[src/design/pqsfs_pkg.sv]
// Shared types, constants and helpers of the prompt queue serial frame sender.
`default_nettype none

package pqsfs_pkg;

   // Ring of queued prompts.
   localparam int QUEUE_DEPTH = 16;
   localparam int PTR_W       = (QUEUE_DEPTH > 1) ? $clog2(QUEUE_DEPTH) : 1;

   // Item commands.
   localparam logic CMD_PUSH = 1'b0;
   localparam logic CMD_TICK = 1'b1;

   // Fixed frame bytes.
   localparam logic [7:0] BYTE_START  = 8'h7E;
   localparam logic [7:0] BYTE_COUNT  = 8'h04;
   localparam logic [7:0] BYTE_SELECT = 8'h03;
   localparam logic [7:0] BYTE_END    = 8'hEF;

   // Bit positions inside one 8N1 character.
   localparam logic [3:0] BIT_START = 4'd0;
   localparam logic [3:0] BIT_STOP  = 4'd9;

   typedef enum logic [2:0] {
      PH_START  = 3'd0,
      PH_COUNT  = 3'd1,
      PH_SELECT = 3'd2,
      PH_HI     = 3'd3,
      PH_LO     = 3'd4,
      PH_END    = 3'd5
   } frame_phase_type;

   typedef struct packed {
      logic        cmd;
      logic [15:0] prompt;
      logic        busy_req;
   } req_item_type;

   typedef struct packed {
      logic tx_line;
      logic active;
      logic byte_done;
      logic frame_done;
   } rsp_item_type;

   // Byte of the frame that goes out in a given phase.
   function automatic logic [7:0] frame_byte(input frame_phase_type phase,
                                             input logic [15:0] value);
      logic [7:0] result;
      unique case (phase)
         PH_START:  result = BYTE_START;
         PH_COUNT:  result = BYTE_COUNT;
         PH_SELECT: result = BYTE_SELECT;
         PH_HI:     result = value[15:8];
         PH_LO:     result = value[7:0];
         default:   result = BYTE_END;
      endcase
      return result;
   endfunction

endpackage

`default_nettype wire

[src/design/pqsfs_core.sv]
// Prompt ring and 8N1 frame state: one state update per accepted transaction.
`default_nettype none

module pqsfs_core
   import pqsfs_pkg::*;
(
   input  wire logic         clock,
   input  wire logic         reset,
   input  wire logic         accept,
   input  wire req_item_type item,
   input  wire logic         quiet_mode,
   output rsp_item_type      result
);

   logic [15:0]     store [QUEUE_DEPTH];
   logic [15:0]     head_value_ff;
   logic [PTR_W-1:0] write_ptr_ff, write_ptr_in;
   logic [PTR_W-1:0] read_ptr_ff, read_ptr_in;
   frame_phase_type phase_ff, phase_in;
   logic [3:0]      bit_pos_ff, bit_pos_in;
   logic            line_ff, line_in;
   logic            sending_ff, sending_in;
   logic            push_go;
   logic            tick_go;
   logic            byte_done;
   logic            frame_done;
   logic [7:0]      cur_byte;
   logic [2:0]      bit_idx;

   function automatic logic [PTR_W-1:0] ring_next(input logic [PTR_W-1:0] p);
      return (p == PTR_W'(QUEUE_DEPTH - 1)) ? '0 : p + PTR_W'(1);
   endfunction

   assign push_go  = accept && (item.cmd == CMD_PUSH) && !quiet_mode;
   assign tick_go  = accept && (item.cmd == CMD_TICK) && sending_ff &&
                     !((phase_ff == PH_START) && item.busy_req);
   assign cur_byte = frame_byte(phase_ff, head_value_ff);
   assign bit_idx  = 3'(bit_pos_ff - 4'd1);

   always_comb begin
      write_ptr_in = write_ptr_ff;
      read_ptr_in  = read_ptr_ff;
      phase_in     = phase_ff;
      bit_pos_in   = bit_pos_ff;
      line_in      = line_ff;
      sending_in   = sending_ff;
      byte_done    = 1'b0;
      frame_done   = 1'b0;
      if (push_go) begin
         write_ptr_in = ring_next(write_ptr_ff);
         sending_in   = 1'b1;
      end else if (tick_go) begin
         priority if (bit_pos_ff == BIT_START) begin
            line_in    = 1'b0;
            bit_pos_in = 4'd1;
         end else if (bit_pos_ff >= BIT_STOP) begin
            line_in    = 1'b1;
            bit_pos_in = BIT_START;
            byte_done  = 1'b1;
            if (phase_ff == PH_LO) begin
               read_ptr_in = ring_next(read_ptr_ff);
            end
            if (phase_ff >= PH_END) begin
               phase_in   = PH_START;
               frame_done = 1'b1;
               if (read_ptr_ff == write_ptr_ff) begin
                  sending_in = 1'b0;
               end
            end else begin
               phase_in = frame_phase_type'(phase_ff + 3'd1);
            end
         end else begin
            line_in    = cur_byte[bit_idx];
            bit_pos_in = bit_pos_ff + 4'd1;
         end
      end
   end

   assign result.tx_line    = line_in;
   assign result.active     = sending_in;
   assign result.byte_done  = byte_done;
   assign result.frame_done = frame_done;

   // The entry under the read pointer is kept in a register. A push that lands
   // on that entry is forwarded so the register always holds the newest value.
   always_ff @(posedge clock) begin
      if (push_go) begin
         store[write_ptr_ff] <= item.prompt + 16'd1;
      end
      if (push_go && (write_ptr_ff == read_ptr_in)) begin
         head_value_ff <= item.prompt + 16'd1;
      end else begin
         head_value_ff <= store[read_ptr_in];
      end
   end

   always_ff @(posedge clock) begin
      if (reset) begin
         write_ptr_ff <= '0;
         read_ptr_ff  <= '0;
         phase_ff     <= PH_START;
         bit_pos_ff   <= BIT_START;
         line_ff      <= 1'b1;
         sending_ff   <= 1'b0;
      end else begin
         write_ptr_ff <= write_ptr_in;
         read_ptr_ff  <= read_ptr_in;
         phase_ff     <= phase_in;
         bit_pos_ff   <= bit_pos_in;
         line_ff      <= line_in;
         sending_ff   <= sending_in;
      end
   end

endmodule

`default_nettype wire

[src/design/pqsfs_out_buf.sv]
// Result register with one skid entry between the core and the result channel.
`default_nettype none

module pqsfs_out_buf
   import pqsfs_pkg::*;
(
   input  wire logic         clock,
   input  wire logic         reset,
   input  wire logic         in_valid,
   output logic              in_stall,
   input  wire rsp_item_type in_data,
   output logic              out_valid,
   input  wire logic         out_stall,
   output rsp_item_type      out_data
);

   logic         out_valid_ff, out_valid_in;
   logic         skid_valid_ff, skid_valid_in;
   rsp_item_type out_data_ff, out_data_in;
   rsp_item_type skid_data_ff, skid_data_in;
   logic         accept;
   logic         out_free;

   assign accept   = in_valid && !skid_valid_ff;
   assign out_free = !out_valid_ff || !out_stall;

   always_comb begin
      out_valid_in  = out_valid_ff;
      out_data_in   = out_data_ff;
      skid_valid_in = skid_valid_ff;
      skid_data_in  = skid_data_ff;
      if (out_free) begin
         out_valid_in  = skid_valid_ff || accept;
         out_data_in   = skid_valid_ff ? skid_data_ff : in_data;
         skid_valid_in = 1'b0;
      end else if (accept) begin
         skid_valid_in = 1'b1;
         skid_data_in  = in_data;
      end
   end

   always_ff @(posedge clock) begin
      if (reset) begin
         out_valid_ff  <= 1'b0;
         skid_valid_ff <= 1'b0;
      end else begin
         out_valid_ff  <= out_valid_in;
         skid_valid_ff <= skid_valid_in;
      end
      out_data_ff  <= out_data_in;
      skid_data_ff <= skid_data_in;
   end

   assign in_stall  = skid_valid_ff;
   assign out_valid = out_valid_ff;
   assign out_data  = out_data_ff;

endmodule

`default_nettype wire

[src/design/prompt_queue_serial_frame_sender_top.sv]
// Top level of the prompt queue serial frame sender: ports, mode register, checks.
//
// The request channel (req_valid, req_stall, req_data) carries one transaction
// per item: a push queues prompt+1 in a 16-entry ring and wakes the sender, a
// tick drives one bit time of the 8N1 line through frames 7E 04 03 hi lo EF.
// Every request transaction yields exactly one response transaction on the
// rsp_ channel, holding the line level, the active flag and the byte and frame
// completion flags as they stand after that item.
// The response is registered in the response register, or in the skid entry
// while rsp_stall is held, and the block takes one transaction per cycle while
// req_stall is low; the sender's state is updated once per accepted item.
// The csr_ channel writes the quiet mode bit (pushes are dropped while it is
// set); csr_ready is always high and the bit takes effect at the next item.
// Reset empties the ring, parks the line high, clears quiet mode and drops any
// pending response. When the receiver holds rsp_stall, one more transaction is
// taken into a skid entry, after which req_stall rises until the response
// register is drained. Queue entries have no reset; only written ones are read.
`default_nettype none

module prompt_queue_serial_frame_sender_top
   import pqsfs_pkg::*;
(
   input  wire logic         clock,
   input  wire logic         reset,
   input  wire logic         req_valid,
   output logic              req_stall,
   input  wire req_item_type req_data,
   output logic              rsp_valid,
   input  wire logic         rsp_stall,
   output rsp_item_type      rsp_data,
   input  wire logic         csr_valid,
   output logic              csr_ready,
   input  wire logic         csr_data
);

   logic         quiet_ff, quiet_in;
   logic         req_accept;
   rsp_item_type core_result;

   // The mode register can always be written.
   assign csr_ready  = 1'b1;
   assign quiet_in   = (csr_valid && csr_ready) ? csr_data : quiet_ff;

   always_ff @(posedge clock) begin
      if (reset) begin
         quiet_ff <= 1'b0;
      end else begin
         quiet_ff <= quiet_in;
      end
   end

   // A request is taken whenever the output buffer has room for its response.
   assign req_accept = req_valid && !req_stall;

   pqsfs_core u_core (
      .clock      (clock),
      .reset      (reset),
      .accept     (req_accept),
      .item       (req_data),
      .quiet_mode (quiet_ff),
      .result     (core_result)
   );

   pqsfs_out_buf u_out_buf (
      .clock     (clock),
      .reset     (reset),
      .in_valid  (req_valid),
      .in_stall  (req_stall),
      .in_data   (core_result),
      .out_valid (rsp_valid),
      .out_stall (rsp_stall),
      .out_data  (rsp_data)
   );

   // A full skid entry implies a waiting response.
   a_stall_has_rsp: assert property (@(posedge clock) disable iff (reset)
      req_stall |-> rsp_valid)
      else $error("request stalled with no response pending");

   // Every accepted request leaves a response waiting in the next cycle.
   a_accept_gives_rsp: assert property (@(posedge clock) disable iff (reset)
      req_accept |=> rsp_valid)
      else $error("accepted request produced no response");

   // A frame can only end on the stop bit of its last byte.
   a_frame_on_stop: assert property (@(posedge clock) disable iff (reset)
      (rsp_valid && rsp_data.frame_done) |-> rsp_data.byte_done)
      else $error("frame end reported without a stop bit");

   // The stop bit leaves the line high.
   a_stop_high: assert property (@(posedge clock) disable iff (reset)
      (rsp_valid && rsp_data.byte_done) |-> rsp_data.tx_line)
      else $error("stop bit did not leave the line high");

endmodule

`default_nettype wire

[config.mk]
export PLATFORM = sky130hd
export DESIGN_NAME = prompt_queue_serial_frame_sender_top
export DESIGN_NICKNAME = d
export VERILOG_FILES = /design/src/design/pqsfs_pkg.sv /design/src/design/pqsfs_core.sv /design/src/design/pqsfs_out_buf.sv /design/src/design/prompt_queue_serial_frame_sender_top.sv
export SDC_FILE = /design/constraint.sdc
export NUM_CORES = 1
export LEC_CHECK = 0
export ABC_AREA = 1
export ABC_CLOCK_PERIOD_IN_PS = 2400
export BUFFER_PORTS_ARGS = -buffer_cell sky130_fd_sc_hd__buf_4
export CORE_MARGIN = 8
export CORE_UTILIZATION = 30
export DETAILED_ROUTE_END_ITERATION = 16
export PLACE_DENSITY = 0.54
export SKIP_LAST_GASP = 1
export SYNTH_ARGS = -nofsm -noshare
export SYNTH_HDL_FRONTEND = slang
export SYNTH_HIERARCHICAL = 1
export SYNTH_SLANG_ARGS = --single-unit
[constraint.sdc]
create_clock -name clock -period 2.4 [get_ports clock]
set_input_delay 0.12 -clock clock [delete_from_list [all_inputs] [get_ports clock]]
set_output_delay 0.12 -clock clock [all_outputs]
set_load 0.02 [all_outputs]
Word-level counts from Yosys, hierarchy flattened
Memory sizes are Yosys's and may differ from the RTL's. A register that Yosys moved wholly into a read port is not among the register bits.
Cells that the tools add are included.
{"block": "totals", "word_cells": 93, "output_inout_bits": 7, "ram_bits": 256, "input_bits": 24, "n_memories": 1, "ff_bits": 28}
{"block": "op_classes", "eq_ne": 7, "n_mux": 35, "reduce_logical": 20, "order_cmp": 3, "bitwise_logic": 4, "n_addsub": 6}
{"memory": "u_core.store", "depth": 16, "width": 16, "read_ports": 1, "rd_clocked_by_memory_dff": 1, "write_ports": 1, "line": "pqsfs_core.sv:15", "source": "logic [15:0] store [QUEUE_DEPTH];"}
{"op": "4-bit two-way mux", "n": 10}
{"op": "8-bit one-hot mux with 5 select lines", "n": 1}
{"op": "1-bit two-way mux", "n": 22}
{"op": "16-bit by 1-bit adder with 16-bit output, second input constant", "n": 1}
{"op": "4-bit by 1-bit adder with 4-bit output, second input constant", "n": 3}
{"op": "4-bit equality test, second input constant", "n": 2}
{"op": "1-bit logical AND", "n": 7}
{"op": "3-bit by 2-bit equality test with 1-bit output, second input constant", "n": 2}
{"op": "1-bit zero test", "n": 5}
{"op": "4-bit equality test", "n": 1}
{"op": "4-bit greater-or-equal comparator, second input constant", "n": 1}
{"op": "4-bit zero test", "n": 1}
{"op": "3-bit by 4-bit < comparator with 1-bit output, second input constant", "n": 1}
{"op": "1-bit NOT", "n": 4}
{"op": "2-bit AND reduction", "n": 2}
{"op": "4-bit AND reduction", "n": 1}
{"op": "3-bit by 1-bit adder with 3-bit output, second input constant", "n": 1}
{"op": "1-bit binary-select mux with 3-bit select", "n": 1}
{"op": "3-bit by 1-bit equality test with 1-bit output, second input constant", "n": 1}
{"op": "3-bit equality test, second input constant", "n": 1}
{"op": "3-bit greater-or-equal comparator, second input constant", "n": 1}
{"op": "3-bit zero test", "n": 1}
{"op": "3-bit two-way mux", "n": 1}
{"op": "3-bit by 1-bit subtractor with 3-bit output, second input constant", "n": 1}
{"op": "other kinds (2)", "n": 3}

Logic depth before layout (Yosys ltp)
{"block": "logic_depth", "depth_word": 9, "mapped_depth": 21, "depth_no_buf": 17}

Cells and area by module
Netlist, hierarchy kept.
{"module": "pqsfs_core", "area_each_um2": 12170.4, "seq_area_each_um2": 8107.8, "cells_per_inst": 1161, "instances": 1}
{"module": "pqsfs_out_buf", "area_each_um2": 381.6, "seq_area_each_um2": 280.3, "cells_per_inst": 32, "instances": 1}
{"module": "prompt_queue_serial_frame_sender_top", "area_each_um2": 63.8, "seq_area_each_um2": 20.0, "cells_per_inst": 11, "instances": 1}

Least setup slack after synthesis
No wires, ideal clock.
{"block": "synth_path", "path_kind": "register to register", "startpoint": "register u_out_buf.skid_valid_ff, in the netlist u_out_buf/in_stall", "endpoint": "memory u_core.store[11][0], enable pin", "path_slack_ns": 0.024, "stages_incl_launch_ff": 8, "setup_time_ns": 0.388, "arrival_ns": 1.988, "required_time_ns": 2.012, "synth_period_minus_slack_ns": 2.376, "n_path_buf": 0, "cell_sequence": "dfxtp_1 -> nor2_1 -> inv_1 -> nor3_1 -> inv_1 -> nor2_1 -> nand2_1 -> nor2_1"}
{"block": "synth_between", "elab_chain_len": 6}
{"item": "from (decl)", "line": "pqsfs_out_buf.sv:18", "source": "logic skid_valid_ff, skid_valid_in;"}
{"item": "from (signal assigned)", "line": "pqsfs_out_buf.sv:48", "source": "skid_valid_ff <= skid_valid_in;"}
{"item": "1-bit zero test", "line": "prompt_queue_serial_frame_sender_top.sv:53", "source": "assign req_accept = req_valid && !req_stall;"}
{"item": "1-bit logical AND", "line": "prompt_queue_serial_frame_sender_top.sv:53"}
{"item": "net req_accept", "line": "prompt_queue_serial_frame_sender_top.sv:37", "source": "logic req_accept;"}
{"item": "1-bit logical AND (2 in series)", "line": "pqsfs_core.sv:34", "source": "assign push_go = accept && (item.cmd == CMD_PUSH) && !quiet_mode;"}
{"item": "1-bit two-way mux", "line": "pqsfs_core.sv:87", "source": "if (push_go) begin"}
{"item": "1-bit two-way mux (not written as such)", "line": "pqsfs_core.sv:88", "source": "store[write_ptr_ff] <= item.prompt + 16'd1;"}
{"item": "to (decl)", "line": "pqsfs_core.sv:15"}
The timed path passes the listed nets, and every way through them passes these cells.

==> qor.csv <==
stage;metric;value;unit
setup_path;cp-end-kind;register;
clocking;clock-sinks;288;
power_and_ir_drop;p_sw_share;20.9;%
die;initial_utilization;30.2;%
finish;regArea;8420;um^2
power_and_ir_drop;p_seq_share;52.6;%
setup_path;path_class;reg -> reg;
finish;drive_above_1_share;14.2;%
synthesis;ys_ff_latch;288;
setup_path;arrival;2.58;ns
clocking;ctsLongestPathBuffers;3;
drt;drc;0;
place;place.gp.congestion;0.798;
clocking;cts_htree_levels;1;
finish;multi_input_area;3450;um^2
finish;antenna_cells;0;
drt;drtIter0Drc;696;
timing;rsz0062_at_grt;true;
synthesis;syn_nets;1242;
clocking;clk_root_buffer_cell;clkbuf_16;
finish;n_fill_cell;4056;
grt;antenna_found_initial;0;
synthesis;synth_area;12600;um^2
power_and_ir_drop;irDropWorstVdd;471;uV
grt;grt_pass1_wl;50800;um
timing;fin_hold_ws;0.0496;ns
die;num_io_pins;31;
power_and_ir_drop;power_frac_clock;44.4;%
grt;first_global_vias;8421;
synthesis;synth_area_per_cell;10.5;um^2
power_and_ir_drop;switching_power;2.20;mW
status;status;completed;
setup_path;cp_max_fo;14;
drt;antenna_left;0;
drt;vias_per_cell;4.66;
clocking;cts_buffers;31;
timing;finalCritPeriodShare;94.3;%
synthesis;yosysUniqueCellTypes;31;
synthesis;synthCells;1204;
synthesis;netlist_top_cells_area;edfxtp_1 63%, nand2_1 8.2%, nand3_1 5.5%;
synthesis;yosysTopAreaCellShare;62.8;%
die;core_area;41800;um^2
timing;slew_headroom;30.2;%
timing;fin_skew;0.0100;ns
power_and_ir_drop;power.internal;8.33;mW
grt;grtUsageTotal;13.2;%
setup_path;start_kind;register;
synthesis;yosys_warnings;6;
finish;instances_no_fill;1850;
drt;drt-total-wl;33400;um
grt;grt_start_max_net_pins;55;
timing;clock.fmax;442;MHz
die;num_rows;75;
flow_run;maxCapViolations;0;
clocking;cts_tree;done;
power_and_ir_drop;combPwrFrac;2.9;%
drt;dr.pass1.iters;5;
power_and_ir_drop;p_per_area;700;nW/um^2
synthesis;ys_seq_area_share;66.6;%
grt;grt.overflow.total;0;
timing;fin_crit;2.26;ns
drt;routed_wire_length_per_instance;18.1;um
setup_path;reg2reg_slack;0.14;ns
setup_path;cp.required;2.72;ns
power_and_ir_drop;leakagePower;5.74;nW
die;die_area;48900;um^2
timing;setup_viol;0;
finish;syn_to_final_growth;19.3;%
hold_path;hold_path_class;in -> reg;
clocking;clkSlewWorstSetupHoldPaths;0.06;ns
place;dp_hpwl;20000;um
synthesis;yosys.area.top_type;edfxtp_1;
place;dp.cells;1774;
die;die_x;221;um
timing;tightestPinTransition;1.04;ns
finish;fin_nets;1324;
die;die_y;221;um
clocking;clk_latency;0.57;ns
timing;final_hold_viol_count;0;
drt;vias;8618;
place;portBuffers;29;
timing;slew_violations;0;
state kept, by name, summed over array words and instances, names as in the netlist, named ones only:
register                cells
u_core/line_ff              1
quiet_ff                    1
u_core/store              256
u_out_buf/in_stall          1
u_core/sending_ff           1
u_out_buf/out_data          4
u_core/read_ptr_ff          4
u_out_buf/skid_data_ff      4
u_out_buf/out_valid         1
u_core/phase_ff             3
u_core/bit_pos_ff           4
u_core/write_ptr_ff         4
critical path, cell delays in order, from the launching register on:
cell	delay [ns]
dfxtp_4	0.38
buf_4	0.17
buf_4	0.15
clkbuf_16	0.17
nor2_1	0.10
nor2_1	0.04
o21ai_0	0.08
nand3_1	0.10
nand3_1	0.17
nand3_1	0.09
nand3_1	0.09
nand3_1	0.08
nand2_1	0.07
nand2_1	0.06
nand3_2	0.09
nand2_2	0.06
inv_1	0.06
o21ai_1	0.05
cell type report:
class	instances	share of cell area, %
Sequential cell	288	55.9
Multi-Input combinational cell	742	22.9
Timing Repair Buffer	109	7.13
Clock buffer	34	5.23
Tap cell	539	4.48
Inverter	114	2.89
Clock inverter	24	1.41
kinds of logic (layout without fill, tap and decap cells):
group	count (synthesis)	count (layout)	synth area share, %
DFF	288	288	66.6
other	1	1	0.0297
AOI/OAI and AO/OA	105	105	4.47
buffers and inverters	174	281	6.44
and+or+nand+nor	604	604	19.8
adders and majority gates	14	14	1.39
xor gates and xnor gates	18	18	1.25
through the flow:
step | cell area, um^2 | total power [mW] | worst slack (ns) | TNS, ns | util (%)
2_1_floorplan | 12600 | 5.79 | 0.0235 | 0 | -
3_3_place_gp | 13800 | 5.94 | -0.133 | -0.133 | 33.1
3_5_place_dp | 13800 | 5.95 | -0.132 | -0.547 | 33.1
4_1_cts | 14900 | 10.6 | 0.00406 | 0 | 35.8
5_1_grt | 15000 | 10.8 | -0.0165 | -0.0165 | 36.0
6_report | 15000 | 10.5 | 0.136 | 0 | 36.0
power groups by stage:
| stage | registers [mW] | logic (mW) | clock network, mW |
|---|---|---|---|
| after detailed placement | 5.65 | 0.303 | 0 |
| final | 5.54 | 0.311 | 4.68 |
| after CTS | 5.54 | 0.315 | 4.77 |
| after global placement | 5.65 | 0.297 | 0 |
| after floorplan | 5.66 | 0.137 | 0 |
| after global routing | 5.54 | 0.343 | 4.96 |
what timing repair did:
item / CTS / global route
endpoints found under the setup margin: 1 / 3
hold buffers: 9 / 0
endpoints found under the hold margin: 19 / 0
pin swaps: 0 / 1
resized for setup: 1 / 12
setup buffers: 3 / 4
cloned: 0 / 2
cells in the mapped netlist:
cell	number
a211oi_1	1
a21oi_1	11
a22oi_1	3
a32oi_1	1
and2_1	1
buf_1	4
buf_2	20
buf_4	11
buf_6	12
clkbuf_1	13
conb_1	1
dfxtp_1	24
edfxtp_1	264
ha_1	14
inv_1	111
inv_2	2
inv_4	1
nand2_1	274
nand3_1	139
nand3_2	1
nand4_1	4
nor2_1	171
nor2_2	4
nor3_1	6
nor3_2	2
o211ai_1	10
o21ai_0	60
o21ai_1	19
or2_2	2
xnor2_1	3
xor2_1	15
metal layers:
layer / GRT usage [%] / share of wire [%]
met1: 18.1 / 46
met2: 21.4 / 46
met3: 2.04 / 5.7
met4: 4.09 / 2.7
met5: 0 / 0
layout by cell type, fill, tap and decap left out, types with 3 or more instances in the layout:
master | netlist | routed
dfxtp_1 | 24 | 20
nor2_2 | 4 | 20
o21ai_1 | 19 | 20
nand4_1 | 4 | 4
ha_1 | 14 | 13
xor2_1 | 15 | 15
nor2_1 | 171 | 155
clkbuf_1 | 13 | 3
dlygate4sd3_1 | 0 | 9
nor3_1 | 6 | 6
a21oi_1 | 11 | 11
edfxtp_1 | 264 | 264
dfxtp_2 | 0 | 3
clkbuf_16 | 0 | 32
nand3_1 | 139 | 138
inv_1 | 111 | 110
o211ai_1 | 10 | 10
a22oi_1 | 3 | 3
buf_4 | 11 | 81
xnor2_1 | 3 | 3
nand2_1 | 274 | 271
clkinv_2 | 0 | 10
bufinv_16 | 0 | 3
clkinv_1 | 0 | 7
buf_12 | 0 | 15
nand2_2 | 0 | 3
o21ai_0 | 60 | 59
path summary, 6_finish.rpt:
| path | start | endpoint | cells past startpoint |
|---|---|---|---|
| worst max-delay path | register | u_out_buf/out_data[3] | 17 |
| worst max register to register | register | u_out_buf/out_data[3] | 17 |
| worst min-delay path | req_data[15] | u_core/store[0][14] | 3 |
| worst min register to register | u_core/line_ff | u_core/line_ff | 2 |
Power figures use the tool's default switching activity.
